$ cat src/hw/rtl/rppfc_pkg.sv
// Shared types, format codes and arithmetic constants of the pixel pair format converter.
package rppfc_pkg;

	// Output format codes; codes 6 and 7 are unused and give all-zero words
	typedef enum logic [2:0] {
		FMT_RGB32  = 3'd0,
		FMT_RGB24  = 3'd1,
		FMT_RGB565 = 3'd2,
		FMT_RGB555 = 3'd3,
		FMT_YUY2   = 3'd4,
		FMT_UYVY   = 3'd5
	} fmt_t;

	// Input beat: two horizontally adjacent pixels, R 23..16, G 15..8, B 7..0
	typedef struct packed {
		logic [23:0] pixel_a;
		logic [23:0] pixel_b;
	} pixel_pair_t;

	// Result beat
	typedef struct packed {
		logic [31:0] word_a;
		logic [31:0] word_b;
	} word_pair_t;

	// Y of both pixels and the pair's averaged chroma
	typedef struct packed {
		logic [7:0] y0;
		logic [7:0] y1;
		logic [7:0] u;
		logic [7:0] v;
	} yuv_pair_t;

	// Numerator width: every BT.601 numerator here stays below 2^18
	localparam int NUM_W = 18;
	// Working width for the signed-free mod-2^19 sums
	localparam int SUM_W = NUM_W + 1;

	// BT.601 studio-range coefficients scaled by 1000
	localparam logic [SUM_W-1:0] COEF_YR   = SUM_W'(257);
	localparam logic [SUM_W-1:0] COEF_YG   = SUM_W'(504);
	localparam logic [SUM_W-1:0] COEF_YB   = SUM_W'(98);
	localparam logic [SUM_W-1:0] COEF_UR   = SUM_W'(148);
	localparam logic [SUM_W-1:0] COEF_UG   = SUM_W'(291);
	localparam logic [SUM_W-1:0] COEF_UB   = SUM_W'(439);
	localparam logic [SUM_W-1:0] COEF_VR   = SUM_W'(439);
	localparam logic [SUM_W-1:0] COEF_VG   = SUM_W'(368);
	localparam logic [SUM_W-1:0] COEF_VB   = SUM_W'(71);
	localparam logic [SUM_W-1:0] Y_OFFSET  = SUM_W'(16000);
	localparam logic [SUM_W-1:0] UV_OFFSET = SUM_W'(128000);

	// floor(x / 1000) = (x * ceil(2^28 / 1000)) >> 28, exact for x below 493447
	localparam int RECIP_SHIFT = 28;
	localparam int RECIP_W     = 19;
	localparam logic [RECIP_W-1:0] RECIP_MUL =
		RECIP_W'(((64'd1 << RECIP_SHIFT) + 64'd999) / 64'd1000);
	localparam int PROD_W = NUM_W + RECIP_W;

endpackage

$ cat src/hw/rtl/rppfc_rgb_pack.sv
// RGB packing of a pixel pair: copy, RGB24, RGB565 and RGB555.
module rppfc_rgb_pack (
	input  rppfc_pkg::fmt_t        fmt,
	input  rppfc_pkg::pixel_pair_t pixels,
	output rppfc_pkg::word_pair_t  words
);
	import rppfc_pkg::*;

	// Format select; YUV and unused codes give zero here
	always_comb begin
		case (fmt)
			FMT_RGB32, FMT_RGB24: begin
				words.word_a = {8'b0, pixels.pixel_a};
				words.word_b = {8'b0, pixels.pixel_b};
			end
			FMT_RGB565: begin
				words.word_a = {16'b0, pixels.pixel_a[23:19], pixels.pixel_a[15:10],
					pixels.pixel_a[7:3]};
				words.word_b = {16'b0, pixels.pixel_b[23:19], pixels.pixel_b[15:10],
					pixels.pixel_b[7:3]};
			end
			FMT_RGB555: begin
				words.word_a = {17'b0, pixels.pixel_a[23:19], pixels.pixel_a[15:11],
					pixels.pixel_a[7:3]};
				words.word_b = {17'b0, pixels.pixel_b[23:19], pixels.pixel_b[15:11],
					pixels.pixel_b[7:3]};
			end
			default: begin
				words = '0;
			end
		endcase
	end

endmodule

$ cat src/hw/rtl/rppfc_yuv_pipe.sv
// Two-stage BT.601 YUV pipeline: numerators, then divide by 1000 via reciprocal multiply.
module rppfc_yuv_pipe (
	input  logic                   clk,
	input  rppfc_pkg::pixel_pair_t pixels,
	output rppfc_pkg::yuv_pair_t   yuv
);
	import rppfc_pkg::*;

	typedef struct packed {
		logic [NUM_W-1:0] ny;
		logic [NUM_W-1:0] nu;
		logic [NUM_W-1:0] nv;
	} num_t;

	// RGB565 round trip with bit replication, then scaled Y/U/V numerators.
	// All numerators are positive, so mod-2^19 sums give the exact value.
	function automatic num_t numer(input logic [23:0] p);
		logic [SUM_W-1:0] r;
		logic [SUM_W-1:0] g;
		logic [SUM_W-1:0] b;
		logic [SUM_W-1:0] sy;
		logic [SUM_W-1:0] su;
		logic [SUM_W-1:0] sv;
		num_t n;
		r  = {(SUM_W-8)'(0), p[23:19], p[23:21]};
		g  = {(SUM_W-8)'(0), p[15:10], p[15:14]};
		b  = {(SUM_W-8)'(0), p[7:3], p[7:5]};
		sy = r * COEF_YR + g * COEF_YG + b * COEF_YB + Y_OFFSET;
		su = b * COEF_UB + UV_OFFSET - r * COEF_UR - g * COEF_UG;
		sv = r * COEF_VR + UV_OFFSET - g * COEF_VG - b * COEF_VB;
		n.ny = sy[NUM_W-1:0];
		n.nu = su[NUM_W-1:0];
		n.nv = sv[NUM_W-1:0];
		return n;
	endfunction

	// floor(x / 1000); quotient never exceeds 239, so it fits the 8-bit result without a clamp
	function automatic logic [7:0] div1000(input logic [NUM_W-1:0] x);
		logic [PROD_W-1:0] prod;
		prod = {(PROD_W-NUM_W)'(0), x} * {(PROD_W-RECIP_W)'(0), RECIP_MUL};
		return prod[RECIP_SHIFT+7:RECIP_SHIFT];
	endfunction

	num_t num_a_s2, num_b_s2;
	logic [7:0] y0_s3, u0_s3, v0_s3, y1_s3, u1_s3, v1_s3;
	logic [8:0] u_sum, v_sum;

	// Stage 2: numerators
	always_ff @(posedge clk) begin
		num_a_s2 <= numer(pixels.pixel_a);
		num_b_s2 <= numer(pixels.pixel_b);
	end

	// Stage 3: quotients
	always_ff @(posedge clk) begin
		y0_s3 <= div1000(num_a_s2.ny);
		u0_s3 <= div1000(num_a_s2.nu);
		v0_s3 <= div1000(num_a_s2.nv);
		y1_s3 <= div1000(num_b_s2.ny);
		u1_s3 <= div1000(num_b_s2.nu);
		v1_s3 <= div1000(num_b_s2.nv);
	end

	// Floor average of the pair's chroma
	assign u_sum  = {1'b0, u0_s3} + {1'b0, u1_s3};
	assign v_sum  = {1'b0, v0_s3} + {1'b0, v1_s3};
	assign yuv.y0 = y0_s3;
	assign yuv.y1 = y1_s3;
	assign yuv.u  = u_sum[8:1];
	assign yuv.v  = v_sum[8:1];

endmodule

$ cat src/hw/rtl/rgb_pixel_pair_format_converter.sv
// Top level of the RGB pixel pair format converter.
// A pixel pair is taken on every clock edge with start high; busy is always low, so a new
// pair may follow in every cycle. Each result comes out with done high for one cycle, after
// its pair has passed the input register, YUV numerator stage, reciprocal-multiply divide
// stage and result register. The receiver cannot stall; results are never held. The
// output format register is written with cfg_wr_en and should only change between pairs.
module rgb_pixel_pair_format_converter (
	input  logic                   clk,
	input  logic                   arst_n,
	input  logic                   cfg_wr_en,
	input  logic [2:0]             cfg_wr_data,
	input  logic                   start,
	output logic                   busy,
	input  rppfc_pkg::pixel_pair_t pixels,
	output logic                   done,
	output rppfc_pkg::word_pair_t  result
);
	import rppfc_pkg::*;

	fmt_t        fmt_q;
	logic        valid_s1, valid_s2, valid_s3;
	fmt_t        fmt_s1, fmt_s2, fmt_s3;
	pixel_pair_t pix_s1;
	word_pair_t  rgb_comb, rgb_s2, rgb_s3;
	yuv_pair_t   yuv_s3;
	word_pair_t  result_d, result_q;
	logic        done_q;

	// Never stalls
	assign busy = 1'b0;

	// Format register
	always_ff @(posedge clk or negedge arst_n) begin
		if (!arst_n) begin
			fmt_q <= FMT_RGB32;
		end else if (cfg_wr_en) begin
			fmt_q <= fmt_t'(cfg_wr_data);
		end
	end

	// Valid pipeline
	always_ff @(posedge clk or negedge arst_n) begin
		if (!arst_n) begin
			valid_s1 <= 1'b0;
			valid_s2 <= 1'b0;
			valid_s3 <= 1'b0;
			done_q   <= 1'b0;
		end else begin
			valid_s1 <= start && !busy;
			valid_s2 <= valid_s1;
			valid_s3 <= valid_s2;
			done_q   <= valid_s3;
		end
	end

	// Input register
	always_ff @(posedge clk) begin
		if (start && !busy) begin
			pix_s1 <= pixels;
			fmt_s1 <= fmt_q;
		end
	end

	rppfc_rgb_pack u_rgb_pack (
		.fmt    (fmt_s1),
		.pixels (pix_s1),
		.words  (rgb_comb)
	);

	rppfc_yuv_pipe u_yuv_pipe (
		.clk    (clk),
		.pixels (pix_s1),
		.yuv    (yuv_s3)
	);

	// RGB words and format follow the YUV pipe latency
	always_ff @(posedge clk) begin
		rgb_s2 <= rgb_comb;
		fmt_s2 <= fmt_s1;
		rgb_s3 <= rgb_s2;
		fmt_s3 <= fmt_s2;
	end

	// Final format select
	always_comb begin
		case (fmt_s3)
			FMT_YUY2: begin
				result_d.word_a = {16'b0, yuv_s3.u, yuv_s3.y0};
				result_d.word_b = {16'b0, yuv_s3.v, yuv_s3.y1};
			end
			FMT_UYVY: begin
				result_d.word_a = {16'b0, yuv_s3.y0, yuv_s3.u};
				result_d.word_b = {16'b0, yuv_s3.y1, yuv_s3.v};
			end
			default: begin
				result_d = rgb_s3;
			end
		endcase
	end

	// Result register
	always_ff @(posedge clk) begin
		result_q <= result_d;
	end

	assign done   = done_q;
	assign result = result_q;

	// Every accepted pair produces a result with done high
	a_accept_to_done: assert property (@(posedge clk) disable iff (!arst_n)
		start && !busy |-> ##4 done)
		else $error("accepted pair produced no result");

	// No result without an earlier accepted pair
	a_done_has_source: assert property (@(posedge clk) disable iff (!arst_n)
		done |-> $past(start && !busy, 4))
		else $error("result without accepted pair");

	// Valid stages move in lockstep
	a_valid_chain: assert property (@(posedge clk) disable iff (!arst_n)
		valid_s2 |-> $past(valid_s1))
		else $error("pipeline valid skipped a stage");

endmodule
$ cat config.mk
export PLATFORM = sky130hd
export DESIGN_NAME = rgb_pixel_pair_format_converter
export DESIGN_NICKNAME = d
export VERILOG_FILES = /design/src/hw/rtl/rppfc_pkg.sv /design/src/hw/rtl/rppfc_rgb_pack.sv /design/src/hw/rtl/rppfc_yuv_pipe.sv /design/src/hw/rtl/rgb_pixel_pair_format_converter.sv
export SDC_FILE = /design/constraint.sdc
export NUM_CORES = 2
export LEC_CHECK = 0
export BUFFER_PORTS_ARGS = -buffer_cell sky130_fd_sc_hd__buf_2
export CAP_MARGIN = 40
export CORE_MARGIN = 5
export CORE_UTILIZATION = 45
export DETAILED_ROUTE_END_ITERATION = 8
export GPL_ROUTABILITY_DRIVEN = 1
export GPL_TIMING_DRIVEN = 0
export PLACE_DENSITY_LB_ADDON = 0.2
export SLEW_MARGIN = 20
export SYNTH_ARGS = -nofsm -noshare
export SYNTH_HDL_FRONTEND = slang
export SYNTH_HIERARCHICAL = 1
export SYNTH_SLANG_ARGS = --single-unit
export TNS_END_PERCENT = 100
$ cat constraint.sdc
create_clock -name clk -period 7.25 [get_ports clk]
set_input_delay 1.0875 -clock clk [delete_from_list [all_inputs] [get_ports clk]]
set_output_delay 1.0875 -clock clk [all_outputs]
set_load 0.01 [all_outputs]
Yosys cells after proc, flatten, opt, wreduce, memory -nomap -nowiden
Index checks and enable logic that the tools add are counted.
{"block": "classes", "add_sub_neg": 20, "n_mul": 24, "eq_ne": 5, "muxes": 2, "n_reduce_logical": 2}
{"op": "18-bit by 17-bit multiplier with 34-bit output, second input constant", "count": 6}
{"op": "56-bit one-hot mux with 3 select lines", "count": 1}
{"op": "8-bit by 9-bit multiplier with 17-bit output, second input constant", "count": 8}
{"op": "64-bit one-hot mux with 2 select lines", "count": 1}
{"op": "8-bit by 6-bit multiplier with 14-bit output, second input constant", "count": 6}
{"op": "17-bit by 17-bit adder with 18-bit output, second input constant", "count": 4}
{"op": "18-bit by 17-bit subtractor with 18-bit output", "count": 4}
{"op": "17-bit by 17-bit adder with 18-bit output", "count": 2}
{"op": "18-bit by 14-bit adder with 18-bit output, second input constant", "count": 2}
{"op": "18-bit by 15-bit adder with 18-bit output", "count": 2}
{"op": "18-bit by 15-bit subtractor with 18-bit output", "count": 2}
{"op": "18-bit by 16-bit subtractor with 18-bit output", "count": 2}
{"op": "8-bit by 7-bit multiplier with 15-bit output, second input constant", "count": 2}
{"op": "8-bit by 5-bit multiplier with 13-bit output, second input constant", "count": 2}
{"op": "8-bit by 8-bit adder with 9-bit output", "count": 2}
{"op": "3-bit by 2-bit == test with 1-bit output, second input constant", "count": 2}
{"op": "3-bit == test, second input constant", "count": 2}
{"op": "3-bit by 1-bit == test with 1-bit output, second input constant", "count": 1}
{"op": "3-bit logical NOT", "count": 1}
{"op": "2-bit OR reduction", "count": 1}
{"block": "word_totals", "reg_bits": 412, "in_bits": 55, "output_inout_bits": 66, "elab_cells": 81}

Logic depth before layout (Yosys ltp)
{"block": "logic_depth", "depth_word": 4, "mapped_depth": 28, "mapped_depth_nobuf": 28}

Modules after synthesis
The synthesis kept the hierarchy.
{"mod": "rppfc_yuv_pipe", "instances": 1, "cells_per_inst": 4726, "area_each_um2": 46857.4, "seq_area_each_um2": 3123.0}
{"mod": "rgb_pixel_pair_format_converter", "instances": 1, "cells_per_inst": 370, "area_each_um2": 6845.3, "seq_area_each_um2": 5670.4}
{"mod": "rppfc_rgb_pack", "instances": 1, "cells_per_inst": 134, "area_each_um2": 950.9, "seq_area_each_um2": 0.0}

Worst setup path after synthesis
OpenSTA, ideal clock, no wires.
{"block": "synth_path", "kind": "flip-flop to flip-flop", "start": "register pix_s1[14] (netlist bit)", "end": "register u_yuv_pipe/num_b_s2[17] (netlist bit)", "setup_ns": 0.072, "t_arrival_ns": 7.017, "t_required_ns": 7.178, "slack_ns": 0.161, "path_stages_with_launch": 29, "n_path_buf": 0, "synth_period_minus_slack_ns": 7.089, "cell_sequence": "edfxtp_1 > inv_1 > ha_1 > inv_1 > ha_1 > ha_1 > a31o_2 > a21oi_1 > nor2b_1 > o21a_1 > nor2_1 > xnor2_1 > ha_1 > ha_1 > inv_1 > fa_1 > inv_1 > fa_1 > fa_1 > fa_1 > inv_1 > ha_1 > or2_2 > a21oi_1 > a21oi_1 > and4_1 > o31a_1 > nor2_1 > xnor2_1"}
{"block": "synth_between", "elab_chain_cells": 3}
{"item": "start: declaration", "line_no": "rgb_pixel_pair_format_converter.sv:23", "text": "pixel_pair_t pix_s1;"}
{"item": "start signal: assignment", "line_no": "rgb_pixel_pair_format_converter.sv:59", "text": "pix_s1 <= pixels;"}
{"item": "8-bit by 5-bit multiplier with 13-bit output", "line_no": "rppfc_yuv_pipe.sv:30", "text": "sv = r * COEF_VR + UV_OFFSET - g * COEF_VG - b * COEF_VB;"}
{"item": "18-bit by 17-bit subtractor with 18-bit output", "line_no": "rppfc_yuv_pipe.sv:30"}
{"item": "18-bit by 15-bit subtractor with 18-bit output", "line_no": "rppfc_yuv_pipe.sv:30"}
{"item": "end signal: assignment", "line_no": "rppfc_yuv_pipe.sv:51", "text": "num_b_s2 <= numer(pixels.pixel_b);"}
{"item": "end: declaration", "line_no": "rppfc_yuv_pipe.sv:44", "text": "num_t num_a_s2, num_b_s2;"}
Every way passes these cells.
A chain may end at the register's enable or synchronous reset.

Final worst setup path
{"block": "layout_path", "start": "register pix_s1[38] (netlist bit)", "end": "register u_yuv_pipe/num_a_s2[16] (netlist bit)"}
{"block": "layout_between", "elab_chain_cells": 3}
{"item": "8-bit by 5-bit multiplier with 13-bit output", "line_no": "rppfc_yuv_pipe.sv:30"}
{"item": "18-bit by 17-bit subtractor with 18-bit output", "line_no": "rppfc_yuv_pipe.sv:30"}
{"item": "18-bit by 15-bit subtractor with 18-bit output", "line_no": "rppfc_yuv_pipe.sv:30"}
{"item": "end signal: assignment", "line_no": "rppfc_yuv_pipe.sv:50", "text": "num_a_s2 <= numer(pixels.pixel_a);"}
{"item": "end: declaration", "line_no": "rppfc_yuv_pipe.sv:44"}
Every way passes these cells.

==> impl_results.md <==
* Avg Synthesized Cell Area at 10.45 um2
* CP Capture Type: flip-flop
* GRT met3 Usage at 0.02542
* Drt initial violations at approximately 1500
* Layout area overhead at 10.44%
* Crit path buffers/inverters at 7
* Final Skew at 39.98 ps
* H-Tree Depth at 2
* Worst-path maximum fanout at 10
* Synth top area share at 0.3377
* Post-layout utilization of the core at 0.5018
* YS warnings at 6
* TritonCTS Buffers at 45
* Post-Syn Area at 54650 um2
* CP most frequent cell: fa_1
* Fin crit period at 7016 ps
* Required time at the worst-slack endpoint at ~7800 ps
* CP delay by family, top: adder cells
* TritonCTS clock tree: built
* Critical path type: reg2reg
* Gate Count Post-Synth at 5230
* Area leader, netlist: ha_1
* ANT nets after route at 0
* Most common library cells after synthesis: ha_1 (1475), inv_1 (1273), fa_1 (658)
* # diodes at 0
* GR met1 Demand/Resource at 0.2898
* Slew Limit Fails at 0
* Worst-Margin Slew at 908.4 ps
* Synth top area cells: ha_1 (34%), fa_1 (24%), dfxtp_1 (13%)
* Vias at 35342
* CTS root buffer: clkbuf_16
* Rows at 127
* Fmax at 0.1425 GHz
* Placed inst area at slightly below 60000 um2
* Routed WL at 123.0 mm
* Cell Chain, Critical Path: buf_8 > buf_8 > fa_2 > ha_4 > inv_1 > fa_1 > inv_1 > ha_1 > fa_1 > fa_1 > inv_1 > fa_1 > inv_1 > fa_1 > fa_1 > inv_1 > ha_4 > or2_2 > a21oi_2 > o31ai_2 > or4_4 > a31o_2 > a21oi_2 > xnor2_1
* Worst EP arrival at roughly 7600 ps
* Die width at between 300 and 400 um
* Final weighted congestion of routability-driven global placement at between 0.8 and 0.9
* Hold WC Path Type: in2async
* Port bufs at 119
* GRT Overall Usage at 0.1957
* First-pass GRT wire length at 196.7 mm
* Core area at between 100000 and 150000 um2
* Most common cell in the netlist: ha_1
* Final Hold Fails at 0
* Layout cells sized above 1 at 0.08119
* GR Overflow Total at 0
* Yosys reg bits at between 400 and 500
* Max Cap Violations at 0
* GR Util met2 at 0.3084
* Dpl hpwl at 104.1 mm
* Hold_buf cts at 0
* WL per Instance at 17.22 um
* Largest net degree at the start of global routing at 42
* Setup-failing EPs final at 0
* Vias/cell at 4.948
* Seq/Total Area, Yosys at 0.1609
* Startpoint types: flip-flop
* Number of synthesized flops with an enable pin at 51
* Die height at 358.5 um
* FFs w/ async S/R, synth at 0.01699
* Outcome: finished, final reports clean
* Clock Latency Late Sink at around 650 ps
* CTS Buffer Depth at 3
* Worst relative slew slack at 0.3944
* Via count of the first global-routing pass at 36780
* Max incr delay on CP at 630 ps
* Initial antenna violation count at 1
* I/O pin count at about 120
* Synth unique cells at slightly above 70
* Initial Util at 0.4544
* Main synth FF type: dfxtp_1
* Nets@finish at between 7000 and 8000
* 1st-pass router iterations at 5
* CTS Sinks at ~400
* Final cell area excluding filler cells at 60360 um2
* Clk slew on worst S/H paths at 80 ps
* Top Usage Layer GRT: met2
* Tcrit/Tclk final at 0.9677
* Post-route DRC at 0
* Slowest CP cell: fa_2
* Total die area at 128500 um2
## cells in the final DEF, fill, tap and decap left out, types with 19 or more instances in the layout
master / netlist / layout
ha_1: 1475 / 1454
inv_1: 1273 / 1265
fa_1: 658 / 654
dfxtp_1: 354 / 354
a21oi_1: 172 / 166
xnor2_1: 159 / 158
nor2_1: 128 / 127
buf_2: 3 / 121
nand2_1: 99 / 99
o21ai_0: 96 / 95
a21o_1: 75 / 75
xor2_1: 68 / 66
buf_4: 22 / 59
and2_1: 59 / 59
edfxtp_1: 51 / 51
nor3_1: 50 / 50
clkbuf_16: 0 / 47
a211oi_1: 42 / 41
mux2i_1: 36 / 36
mux2_2: 35 / 35
nand3_1: 33 / 33
mux2_4: 30 / 30
nor2b_1: 29 / 28
buf_8: 0 / 25
o21a_1: 25 / 25
o21bai_1: 24 / 24
nand4_1: 22 / 22
clkbuf_1: 12 / 19
a31oi_1: 19 / 19
## final cells by class
class	instances	area [um2]
buffer	47	345.3
clock buffer	57	1232
clock inverter	27	376.6
fill	11096	59930
inverter	1273	4800
multi-input combinational	3513	41120
sequential	412	8793
tap	1612	2017
timing repair buffer	201	1675
## final timing paths
check / slack [ps] / from / end / cells past startpoint
setup reg to reg: 230 / pix_s1[38]$_DFFE_PP_ / u_yuv_pipe/num_a_s2[16]$_DFF_P_ / 24
max in group asynchronous: 6820 / arst_n / valid_s3$_DFF_PN0_ / 1
setup / recovery: 230 / pix_s1[38]$_DFFE_PP_ / u_yuv_pipe/num_a_s2[16]$_DFF_P_ / 24
min in group clk: 320 / rgb_s2[22]$_DFF_P_ / rgb_s3[22]$_DFF_P_ / 0
hold / removal: 260 / arst_n / fmt_q[1]$_DFFE_PN0P_ / 1
hold reg to reg: 320 / rgb_s2[22]$_DFF_P_ / rgb_s3[22]$_DFF_P_ / 0
## repair_timing
action / in CTS / in global routing
gates resized for setup: 12 / 54
setup buffers: 8 / 35
pin swaps: 0 / 26
setup endpoints to repair: 8 / 18
## metal layers
layer  share of wire  vias up
met5               0        -
met2            0.43      569
met3           0.046      116
li1                -    17479
met4           0.019        0
met1            0.50    17178
## worst reg2reg max path, stage by stage, from the launching register on
cell      delay (ps)
edfxtp_1         500
buf_8            190
buf_8            160
fa_2             640
ha_4             190
inv_1             60
fa_1             520
inv_1             60
ha_1             290
fa_1             460
fa_1             490
inv_1             50
fa_1             490
inv_1             50
fa_1             460
fa_1             490
inv_1             60
ha_4             220
or2_2            290
a21oi_2          160
o31ai_2          100
or4_4            500
a31o_2           250
a21oi_2          140
xnor2_1          140
## cells by family (layout without fill, tap and decap cells)
group | after synthesis | in the layout | share of synthesized area
flops | 412 | 412 | 0.1609
other cells | 2 | 17 | 0.0001374
xor+xnor | 227 | 227 | 0.03638
buf+inv | 1320 | 1605 | 0.09375
fa+ha+maj | 2133 | 2133 | 0.5787
simple gates | 499 | 499 | 0.04556
mux | 103 | 103 | 0.02246
compound gates | 534 | 534 | 0.06213
## metrics by stage
stage	instances	setup WS, ps	hold slack [ps]	TNS, ps
3_3_place_gp	6976	-1463	310.2	-21710
6_report	7142	234.2	255.4	0
5_1_grt	7142	-33.10	246.3	-34.73
3_5_place_dp	7015	-612.8	312.1	-2406
2_1_floorplan	5245	160.8	309.6	0
4_1_cts	7107	2.867	217.2	0
## registers in the layout, indices dropped and copies added (netlist names)
register / count
u_yuv_pipe/u1_s3: 8
valid_s2: 1
u_yuv_pipe/u0_s3: 8
u_yuv_pipe/v1_s3: 8
fmt_q: 3
u_yuv_pipe/num_b_s2: 54
rgb_s3: 64
valid_s1: 1
result: 64
u_yuv_pipe/v0_s3: 8
fmt_s3: 3
pix_s1: 48
u_yuv_pipe/num_a_s2: 54
u_yuv_pipe/y1_s3: 8
rgb_s2: 64
fmt_s1: 3
done: 1
fmt_s2: 3
valid_s3: 1
u_yuv_pipe/y0_s3: 8
Power is left out: the tool's default activity adds up to more than one toggle a clock period on the data nets, which glitch-free logic cannot reach.
